[src/mpbs_pkg.sv]
// mpbs_pkg: shared types, constants and a helper function for the byte scanner.
// No dependencies.
package mpbs_pkg;

    localparam int unsigned DATA_W = 8;
    localparam int unsigned HDR_LEN = 4;

    localparam logic [7:0] CH_DEL = 8'h7F;
    localparam logic [7:0] CH_M = 8'h4D;
    localparam logic [7:0] CH_Z = 8'h5A;
    localparam logic [7:0] CH_E = 8'h45;
    localparam logic [7:0] CH_L = 8'h4C;
    localparam logic [7:0] CH_F = 8'h46;
    localparam logic [7:0] CH_P = 8'h50;
    localparam logic [7:0] CH_K = 8'h4B;
    localparam logic [7:0] CH_UP_A = 8'h41;
    localparam logic [7:0] CH_UP_Z = 8'h5A;

    localparam logic CMD_LOAD = 1'b0;
    localparam logic CMD_SCAN = 1'b1;

    typedef enum logic [1:0] {
        HDR_NONE = 2'd0,
        HDR_PE   = 2'd1,
        HDR_ELF  = 2'd2,
        HDR_ZIP  = 2'd3
    } hdr_kind_t;

    // control broadcast from the top level to every cell
    typedef struct packed {
        logic scan;
        logic clear;
        logic load;
    } cell_ctl_t;

    function automatic logic [7:0] fold_byte(input logic [7:0] c);
        if (c >= CH_UP_A && c <= CH_UP_Z) begin
            return c + 8'd32;
        end
        return c;
    endfunction

endpackage

[src/mpbs_cell.sv]
// mpbs_cell: one pattern slot; pattern bytes, length and shift-and progress.
// Depends on mpbs_pkg.
module mpbs_cell #(
    parameter int unsigned LEN    = 64,
    parameter int unsigned POS_W  = 6,
    parameter int unsigned LEN_W  = 7
) (
    input  logic                  aclk,
    input  logic                  aresetn,
    input  mpbs_pkg::cell_ctl_t   ctl,
    input  logic                  sel,
    input  logic                  active,
    input  logic [POS_W-1:0]      pos,
    input  logic                  set_len,
    input  logic [7:0]            byte_in,
    input  logic                  hit_in,
    output logic                  hit_out
);
    import mpbs_pkg::*;

    logic [7:0]       pat_reg [LEN];
    logic [LEN_W-1:0] len_reg;
    logic [LEN-1:0]   prog_reg;
    logic [LEN-1:0]   prog_next;
    logic [LEN-1:0]   eq;
    logic [LEN-1:0]   lenmask;
    logic             done;

    always_comb begin
        for (int j = 0; j < LEN; j++) begin
            eq[j] = (fold_byte(pat_reg[j]) == byte_in);
            lenmask[j] = (LEN_W'(j) < len_reg);
        end
        prog_next = {prog_reg[LEN-2:0], 1'b1} & eq & lenmask;
        done = (len_reg == '0) || prog_next[POS_W'(len_reg - LEN_W'(1))];
        hit_out = hit_in | (ctl.scan & active & done);
    end

    always_ff @(posedge aclk) begin
        if (ctl.load && sel) begin
            pat_reg[pos] <= byte_in;
            if (set_len) begin
                len_reg <= LEN_W'(pos) + LEN_W'(1);
            end
        end
    end

    always_ff @(posedge aclk) begin
        if (!aresetn || ctl.clear) begin
            prog_reg <= '0;
        end else if (ctl.scan) begin
            prog_reg <= prog_next;
        end
    end

endmodule

[config.mk]
export PLATFORM = sky130hd
export DESIGN_NAME = mpbs_cell
export DESIGN_NICKNAME = d
export VERILOG_FILES = /design/src/mpbs_pkg.sv /design/src/mpbs_cell.sv
export SDC_FILE = /design/constraint.sdc
export NUM_CORES = 1
export LEC_CHECK = 0
export ABC_CLOCK_PERIOD_IN_PS = 4000
export BUFFER_PORTS_ARGS = -buffer_cell sky130_fd_sc_hd__buf_2
export CAP_MARGIN = 20
export CORE_UTILIZATION = 48
export CTS_CLUSTER_SIZE = 30
export DETAILED_ROUTE_END_ITERATION = 10
export PLACE_DENSITY = 0.73
export SLEW_MARGIN = 20
export SYNTH_ARGS = -nofsm -noshare
export SYNTH_HDL_FRONTEND = slang
export SYNTH_SLANG_ARGS = --single-unit
[constraint.sdc]
create_clock -name aclk -period 4 [get_ports aclk]
set_input_delay 0.6 -clock aclk [delete_from_list [all_inputs] [get_ports aclk]]
set_output_delay 0.6 -clock aclk [all_outputs]
set_load 0.05 [all_outputs]
==> flow_metrics.tcl <==
set metrics [dict create \
    synth_flop_cell "edfxtp_1" \
    synth_cell_types 89 \
    hpwl_mm 67.1 \
    rr_worst_depth 9 \
    grt_overflow 0 \
    met3_usage_pct 5.09 \
    areaGrowthSynthToFinish_pct 17.3 \
    min_path_type "primary input to flop" \
    cp_num_buf_inv 5 \
    drive_gt1_share_pct 16.2 \
    busiest_layer "met2" \
    wl_per_cell_um 23.9 \
    place_ws_ns -0.299 \
    dpl.cell_count 3805 \
    routed_wl_mm 93.9 \
    tightest_slew_ns 1.02 \
    die_area_sq_um 67100 \
    violations "setup timing" \
    grt_setup_unrepaired "true" \
    clock_skew_ns 0.0141 \
    initial_core_util_pct 48.9 \
    async_reset_ff_share_pct 0 \
    r2r_setup_slack_ns 1.40 \
    r2r-start "len_reg[4]$_DFFE_PP_" \
    syn_nets 2866 \
    crit_fanout 7 \
    drt_iter0_markers 2353 \
    fp.dieW_um 259 \
    r2r-end "prog_reg[23]$_SDFFE_PP0P_" \
    yosysWarnings 0 \
    vias 24700 \
    cts_max_level 2 \
    crit_type "flop to primary output" \
    cts_buffers 58 \
    cpPeakStageDelay_ns 0.57 \
    grt_max_degree 49 \
    syn_area_sq_um 31700 \
    worst_setup_path_end_kind "primary output" \
    hp-start "byte_in[1]" \
    postRouteAntennaNets 0 \
    vias_per_cell 6.29 \
    gp_congestion 0.943 \
    synth_enable_flop_cells 519 \
    cap_violations 0 \
    hold_path_depth 1 \
    cts_sinks 582 \
    drc 0 \
    num_io_pins 24 \
    worstSkewPairLatency_ns 0.63 \
    period_share_pct 111 \
    path_delay_family "simple AND/OR/NAND/NOR gates" \
    cp_slowest_cell "edfxtp_1" \
    grt_first_pass_wirelength_mm 142 \
    finalWorstSetupSlack_ns -0.437 \
    yosysTopAreaCell "edfxtp_1" \
    startpoint_type "flop" \
    max_freq_ghz 0.225 \
    clk_pin_slew_ns 0.07 \
    grt_use_total_pct 27.6 \
    p_leak_nw 12.2 \
    slew_violations 0 \
    critPathLaunch "len_reg[1]$_DFFE_PP_" \
    cp.depth 13 \
    grt_pass1_vias 24500 \
    rows 93 \
    layout.cells.non_filler 3934 \
    synth_cells 2777 \
    ys_seq_area_share_pct 53.1 \
    worst_ep_required_time_ns 3.40 \
    fin_crit_ns 4.44 \
    grtUsageMet2_pct 45.2 \
    max_slew_margin_pct 32.1 \
    firstDrtPassIters 5 \
    die_y_um 259 \
    cts_buffer_depth 3 \
    cts_tree "yes" \
    coreArea_sq_um 64900 \
    hold_path_end "pat_reg[58][1]$_DFFE_PP_" \
    cts_root_buf "clkbuf_16" \
    syn_area_per_cell_sq_um 11.4 \
    crit_chain "inv_1 > ha_2 > inv_1 > nor2_1 > nand2_1 > buf_4 > nor4_1 > nor4_2 > nand3_1 > a21oi_2 > o221ai_2 > buf_6 > buf_12" \
    largest_register_ffs 512 \
    met1_usage_pct 35.8 \
    ys_ff_latch 582 \
    setup_violations 1 \
    final-hold-violation-count 0 \
    crit_path_frequent_cell "inv_1" \
    antenna_found_initial 1 \
    ir_worst_vdd_mv 0.370 \
    yosys-top-cells-area "edfxtp_1, xnor2_1, xor2_1" \
    synth_top_area_share_pct 49.1 \
    powerDensity_nw_per_um2 360 \
    port_buffers 23 \
    tns_ns -0.437 \
    ctsHoldBuffers 0 \
    critical_path_arrival_ns 3.84 \
    status "complete, but fails checks" \
    holdWs_ns 0.278 \
    nets 3120 \
    n_antenna_cell 0 \
]
cells by family (layout without fill, tap and decap cells):
group | count (synthesis) | in the layout | synth area share (%)
AO/OA/AOI/OAI | 500 | 500 | 11.4
XOR/XNOR | 518 | 518 | 14.5
adder cells (fa/ha/maj) | 66 | 66 | 2.60
buffers and inverters | 168 | 470 | 2.43
flip-flops | 582 | 582 | 53.1
multiplexers | 42 | 42 | 1.34
AND/OR/NAND/NOR | 901 | 901 | 14.6
report_power, final:
| part | internal, mW | switching, mW | leakage, nW |
|---|---|---|---|
| combinational | 0.504 | 0.780 | 6.10 |
| sequential | 6.63 | 0.0243 | 5.17 |
| clock | 3.11 | 2.35 | 0.921 |
layout by cell type, fill, tap and decap left out, types with 17 or more instances in the layout:
cell,instances
o41ai_1,37
buf_4,255
nor2_1,226
buf_12,34
o2bb2ai_1,25
dfxtp_1,63
or4_1,40
nand2_1,180
nor4b_1,17
or2_2,20
o22ai_1,20
nor4_1,68
nand4_1,50
o211ai_1,27
a21oi_1,131
or3_1,26
ha_1,65
inv_1,40
o2111ai_1,28
nor3_1,97
xor2_1,152
edfxtp_1,519
clkbuf_16,59
o21ai_0,34
nand3_1,51
xnor2_1,357
mux2i_1,37
worst max path at each step:
stage	slack (ns)	endpoint
floorplan	0.27	hit_out
global placement	-0.13	hit_out
detailed placement	-0.30	hit_out
CTS	-0.40	hit_out
global route	-0.51	hit_out
finish	-0.44	hit_out
cell usage after synthesis (all sizes together), types with 15 or more instances:
library cell	n
a21oi	133
a311oi	15
buf	76
clkbuf	48
dfxtp	63
edfxtp	519
ha	66
inv	43
mux2i	37
nand2	181
nand3	52
nand4	50
nor2	227
nor2b	16
nor3	101
nor4	74
nor4b	17
o2111ai	29
o211ai	27
o21ai	38
o22ai	26
o2bb2ai	25
o31ai	17
o41ai	38
or2	23
or3	27
or4	44
xnor2	361
xor2	154
layer usage:
metal | vias up | part of all wire [%]
met2 | 1297 | 47
met4 | 2 | 4.4
met1 | 12200 | 39
li1 | 11000 | -
met5 | - | 0.013
met3 | 252 | 9.4
worst reg2reg max path, stage by stage, from the launching register on:
cell and delay [ns]:
edfxtp_1 0.36, buf_4 0.14, buf_4 0.14, and2_2 0.32, o21ai_0 0.16, a2111oi_0 0.45
o2111ai_1 0.33, buf_4 0.23, or2_2 0.26, a21oi_1 0.13
layout make-up:
type / instances / area, sq um
fillers: 5176 / 27700
inverters: 43 / 161
flip-flops and latches: 582 / 16800
clock inverters: 25 / 229
multi-input cells: 2027 / 14400
well taps: 855 / 1070
repair buffers: 319 / 2850
clock buffers: 83 / 1650
repair_timing:
| action | in CTS | in global routing |
|---|---|---|
| cloned | 0 | 0 |
| resized for setup | 26 | 43 |
| pin swaps | 12 | 23 |
| setup buffers | 16 | 6 |
| endpoints found under the setup margin | 1 | 1 |
metrics by stage:
step | area (sq um) | util [%] | power (mW)
finish | 37200 | 57.3 | 13.4
global route | 37200 | 57.3 | 13.7
CTS | 37000 | 56.9 | 13.4
detailed placement | 34800 | 53.7 | 8.00
global placement | 34800 | 53.7 | 7.97
floorplan | 31700 | - | 7.39
(Power assumes the default switching activity.)
